$ cat config.mk
export PLATFORM = sky130hd
export DESIGN_NAME = tmqe_front_flat
export DESIGN_NICKNAME = d
export VERILOG_FILES = /design/src/sv/tmqe_pkg.sv /design/src/sv/tmqe_if.sv /design/src/sv/tmqe_front.sv /design/src/flat_wrapper.sv
export SDC_FILE = /design/constraint.sdc
export NUM_CORES = 1
export LEC_CHECK = 0
export ABC_AREA = 1
export BUFFER_PORTS_ARGS = -buffer_cell sky130_fd_sc_hd__clkbuf_2
export CORE_MARGIN = 4
export CORE_UTILIZATION = 35
export DETAILED_ROUTE_END_ITERATION = 10
export HOLD_SLACK_MARGIN = 0.05
export PLACE_DENSITY = 0.58
export SLEW_MARGIN = 20
export SYNTH_ARGS = -nofsm -noshare
export SYNTH_HDL_FRONTEND = slang
export SYNTH_SLANG_ARGS = --single-unit
$ cat constraint.sdc
create_clock -name clk -period 6.3 [get_ports clk]
set_clock_uncertainty 0.15 [all_clocks]
set_input_delay 0.945 -clock clk [delete_from_list [all_inputs] [get_ports clk]]
set_output_delay 0.945 -clock clk [all_outputs]
set_load 0.01 [all_outputs]
$ cat src/sv/tmqe_pkg.sv
// tmqe_pkg: shared constants, request/response codes and transaction types
// for the typed message queue engine; no dependencies
`default_nettype none
package tmqe_pkg;

  // default geometry
  localparam int NUM_QUEUES      = 8;
  localparam int SLOTS_PER_QUEUE = 16;
  localparam int MSG_BYTES       = 32;

  // input skid queue between front and back
  localparam int FQ_DEPTH = 4;
  localparam int FQ_AW    = 2;

  // request codes
  localparam logic [1:0] REQ_ALLOC = 2'd0;
  localparam logic [1:0] REQ_FREE  = 2'd1;
  localparam logic [1:0] REQ_SEND  = 2'd2;
  localparam logic [1:0] REQ_RECV  = 2'd3;

  // status codes
  localparam logic [2:0] ST_OK       = 3'd0;
  localparam logic [2:0] ST_NO_ALLOC = 3'd1;
  localparam logic [2:0] ST_NO_SLOT  = 3'd2;
  localparam logic [2:0] ST_NO_MATCH = 3'd3;
  localparam logic [2:0] ST_NO_QUEUE = 3'd4;

  typedef struct packed {
    logic [1:0]         req_type;
    logic [2:0]         queue_id;
    logic signed [31:0] key;
    logic signed [31:0] msg_type;
    logic [7:0]         data_byte;
    logic               byte_present;
    logic               last_byte;
    logic [5:0]         recv_limit;
  } req_t;

  typedef struct packed {
    logic [2:0] status;
    logic [2:0] result_queue;
    logic [7:0] out_byte;
    logic       out_byte_valid;
    logic [5:0] message_length;
    logic       last_result;
  } rsp_t;

endpackage
`default_nettype wire

$ cat src/sv/tmqe_if.sv
// tmqe_req_if / tmqe_rsp_if: valid/ready channels for request and response
// transactions; depends on tmqe_pkg
`default_nettype none
interface tmqe_req_if;
  logic            valid;
  logic            ready;
  tmqe_pkg::req_t  data;
  modport source (output valid, output data, input ready);
  modport sink   (input valid, input data, output ready);
endinterface

`default_nettype wire

$ cat src/sv/tmqe_front.sv
// tmqe_front: accepts request transactions into a small queue that feeds
// the execution back end; depends on tmqe_pkg and tmqe_if
`default_nettype none
module tmqe_front (
  input  wire logic     clk,
  input  wire logic     rst,
  tmqe_req_if.sink      req,
  tmqe_req_if.source    item
);

  tmqe_pkg::req_t               fq [tmqe_pkg::FQ_DEPTH];
  logic [tmqe_pkg::FQ_AW-1:0]   wr_ptr;
  logic [tmqe_pkg::FQ_AW-1:0]   rd_ptr;
  logic [tmqe_pkg::FQ_AW:0]     count;
  logic                         push;
  logic                         pop;

  // handshake on both sides
  assign req.ready  = (count != (tmqe_pkg::FQ_AW+1)'(tmqe_pkg::FQ_DEPTH));
  assign item.valid = (count != '0);
  assign item.data  = fq[rd_ptr];
  assign push       = req.valid && req.ready;
  assign pop        = item.valid && item.ready;

  // queue storage
  always_ff @(posedge clk) begin
    if (push) begin
      fq[wr_ptr] <= req.data;
    end
  end

  // pointers and fill level
  always_ff @(posedge clk) begin
    if (rst) begin
      wr_ptr <= '0;
      rd_ptr <= '0;
      count  <= '0;
    end else begin
      if (push) wr_ptr <= wr_ptr + 1'b1;
      if (pop)  rd_ptr <= rd_ptr + 1'b1;
      if (push && !pop) count <= count + 1'b1;
      else if (pop && !push) count <= count - 1'b1;
    end
  end

endmodule
`default_nettype wire

$ cat src/flat_wrapper.sv
// flat-port wrapper written by rule: the top's interface ports become plain ports
module tmqe_front_flat 
  (clk, rst, req_valid, req_data, req_ready, item_valid, item_data, item_ready);
  tmqe_req_if req_i ();
  tmqe_req_if item_i ();
  input  wire logic clk;
  input  wire logic rst;
  input wire logic [$bits(req_i.valid)-1:0] req_valid;
  input wire logic [$bits(req_i.data)-1:0] req_data;
  output wire logic [$bits(req_i.ready)-1:0] req_ready;
  output wire logic [$bits(item_i.valid)-1:0] item_valid;
  output wire logic [$bits(item_i.data)-1:0] item_data;
  input wire logic [$bits(item_i.ready)-1:0] item_ready;
  assign req_i.valid = req_valid;
  assign req_i.data = req_data;
  assign req_ready = req_i.ready;
  assign item_valid = item_i.valid;
  assign item_data = item_i.data;
  assign item_i.ready = item_ready;
  tmqe_front u_core (.clk(clk), .rst(rst), .req(req_i), .item(item_i));
endmodule
==> results.yml <==
outcome:
  status: "finished, final reports clean"
synthesis:
  ys_seq_elements: 349
  syn_inst: 890
  ys_seq_area_share_pct: 79.7
  synth.net_count: 985
  synth-warning-count: 0
  synthDistinctLibCells: 21
  syn_area_per_cell_um2: 14.7
  syn-cell-area_um2: 13000
setup_path:
  crit_family: "buffers and inverters"
  required_ps: 5200
  worst-path-buf-inv: 3
  path_class: "flip-flop to primary output"
  endpoint_kind: "primary output"
  path_max_fanout: 45
  critPathLaunchType: "flip-flop"
  cpMaxStageDelayCell: "inv_2"
  cpPeakStageDelay_ps: 620
  r2r-start: "u_core.count[0]$_SDFFE_PP0P_"
  arrival_ps: 2920
  path_cells: "inv_2 > buf_4 > o21ai_0 > o22ai_1 > clkbuf_2"
clock_tree:
  hold_buffers: 0
  cts.repair.resized: 0
  cts_made_buffers: 38
  htreeDepth: 2
  clock_latency_ps: 530
  cts_tree: "built"
  clkTransAtPathRegs_ps: 60
  clock_path_buffers: 3
  cts.sinks: 349
  clockRootBuffer: "clkbuf_16"
  postCtsSetupRepairBufs: 0
route:
  firstDrtPassIters: 5
  vias: 7730
  ant_nets: 0
  drt_wl_total_um: 28900
  drc: 0
  wl_per_cell_um: 18.6
  viasPerCell: 4.98
  drt-initial-drc-count: 407
sta:
  finalHoldViolCount: 0
  holdWs_ps: 371
  max_slew.worst_pin.slew_ps: 994
  rsz0062_at_grt: "false"
  timing.setup.tns_ps: 0
  max_freq_mhz: 249
  setup_violations: 0
  layout_setup_ws_ps: 2290
  fin_crit_sh_pct: 63.7
  relSlewSlack_pct: 33.7
  drv_slew: 0
  timing.final.crit_period_ps: 4010
grt:
  grt_pass1_vias: 7814
  grt_usage_pct: 14.1
  grt_max_degree: 126
  antenna_found_initial: 3
  grt_pass1_wl_um: 45100
  overflow: 0
finish:
  postLayoutCoreUtil_pct: 42.5
  drive_gt1_share_pct: 22.4
  multi_input_area_um2: 2300
  fillerInstances: 3348
  layout.nets: 1154
  stdcell_area_um2: 15600
  area_delta_synth_final_pct: 19.6
  regArea_um2: 10400
place:
  dpl_cell_area_um2: 14300
  globalplace.congestion: 0.734
  hpwl_um: 15800
  io_buffers: 175
  dp_slack_ps: 2740
hold_path:
  min_from: "u_core.wr_ptr[1]$_SDFFE_PP0P_"
  worstHoldPathType: "flip-flop to flip-flop"
floorplanning:
  dieArea_um2: 40400
  std_cell_rows: 70
  io_pins: 176
  fp.dieW_um: 201
  die_h_um: 201
  fp.coreArea_um2: 36700
  start_util_pct: 35.5
power_and_ir_drop:
  vdd_drop_max_uv: 237
  powerDensity_nw_per_um2: 420
  p_leak_nw: 5.45
flow_run:
  maxCapViolCount: 0
-- layer usage --
layer | share of wire, % | vias to the layer above | wire, um | track usage [%]
met3 | 6.8 | 51 | 1960 | 4.39
met1 | 45 | 3809 | 13000 | 18.7
met2 | 46 | 186 | 13300 | 22.4
met5 | 0.16 | - | 45 | 0
met4 | 2.1 | 6 | 613 | 4.30
li1 | - | 3678 | - | -
-- tightest hold or removal path: stages (launching register included) --
cell,delay (ps)
dfxtp_1,330
nor2_1,100
nor2_1,50
-- area by class of cell --
cell class	count	area share, %
Inverter	16	0.417
Tap cell	468	3.75
Antenna cell	1	0.0160
Sequential cell	349	66.6
Timing Repair Buffer	184	6.37
Clock buffer	52	6.84
Multi-Input combinational cell	470	14.7
Clock inverter	13	1.23
-- registers in the layout (all words and copies together) (netlist names), named ones only --
register / count
u_core.fq: 340
u_core.wr_ptr: 2
u_core.rd_ptr: 2
u_core.count: 3
-- Yosys cell counts, drive strengths merged --
| master | count | area [um2] |
|---|---|---|
| xor2 | 1 | 8.76 |
| a21oi | 3 | 15.0 |
| fa | 1 | 20.0 |
| o22ai | 85 | 532 |
| nor2 | 184 | 691 |
| buf | 17 | 180 |
| dfxtp | 9 | 180 |
| ha | 5 | 62.6 |
| clkbuf | 38 | 143 |
| inv | 16 | 62.6 |
| edfxtp | 340 | 10200 |
| nand3b | 1 | 7.51 |
| nand2 | 15 | 56.3 |
| o21ai | 171 | 856 |
| nand3 | 4 | 20.0 |
-- cell families after synthesis --
kind of cell	synth area share, %
AO/OA/AOI/OAI	10.8
AND/OR/NAND/NOR	5.94
flip-flops	79.7
buffers and inverters	2.95
XOR/XNOR	0.0672
adder cells (fa/ha/maj)	0.633
-- path summary, 6_finish.rpt --
check / slack (ps) / end / cells after the start
max: 2290 / item_data[84] / 5
min: 370 / u_core.wr_ptr[1]$_SDFFE_PP0P_ / 2
max reg2reg: 3640 / u_core.fq[3][31]$_DFFE_PP_ / 5
min reg2reg: 370 / u_core.wr_ptr[1]$_SDFFE_PP0P_ / 2
-- report_power, final --
part / internal [mW] / leakage [nW] / total [mW] / switching [mW]
Clock: 1.39 / 0.606 / 2.23 / 0.846
Sequential: 2.82 / 3.19 / 2.92 / 0.0994
Combinational: 0.450 / 1.65 / 1.40 / 0.947
Total: 4.66 / 5.45 / 6.55 / 1.89
-- metrics by stage --
stage / total power, mW / std cells
3_5_place_dp: 4.40 / 1487
6_report: 6.55 / 1553
2_1_floorplan: 3.85 / 890
5_1_grt: 6.91 / 1552
3_3_place_gp: 4.39 / 1487
4_1_cts: 6.66 / 1552
-- layout by cell type (no fill, tap or decap), drive strengths merged --
cell      count
o22ai        85
ha            5
xor2          1
edfxtp      340
bufinv        5
inv          16
nand2        15
nand3b        1
a21oi         3
clkbuf      227
o21ai       171
dfxtp         9
fa            1
clkinvlp      2
nand3         4
diode         1
buf           9
clkinv        6
nor2        184
No activity file was read; power rests on OpenSTA's default activity.
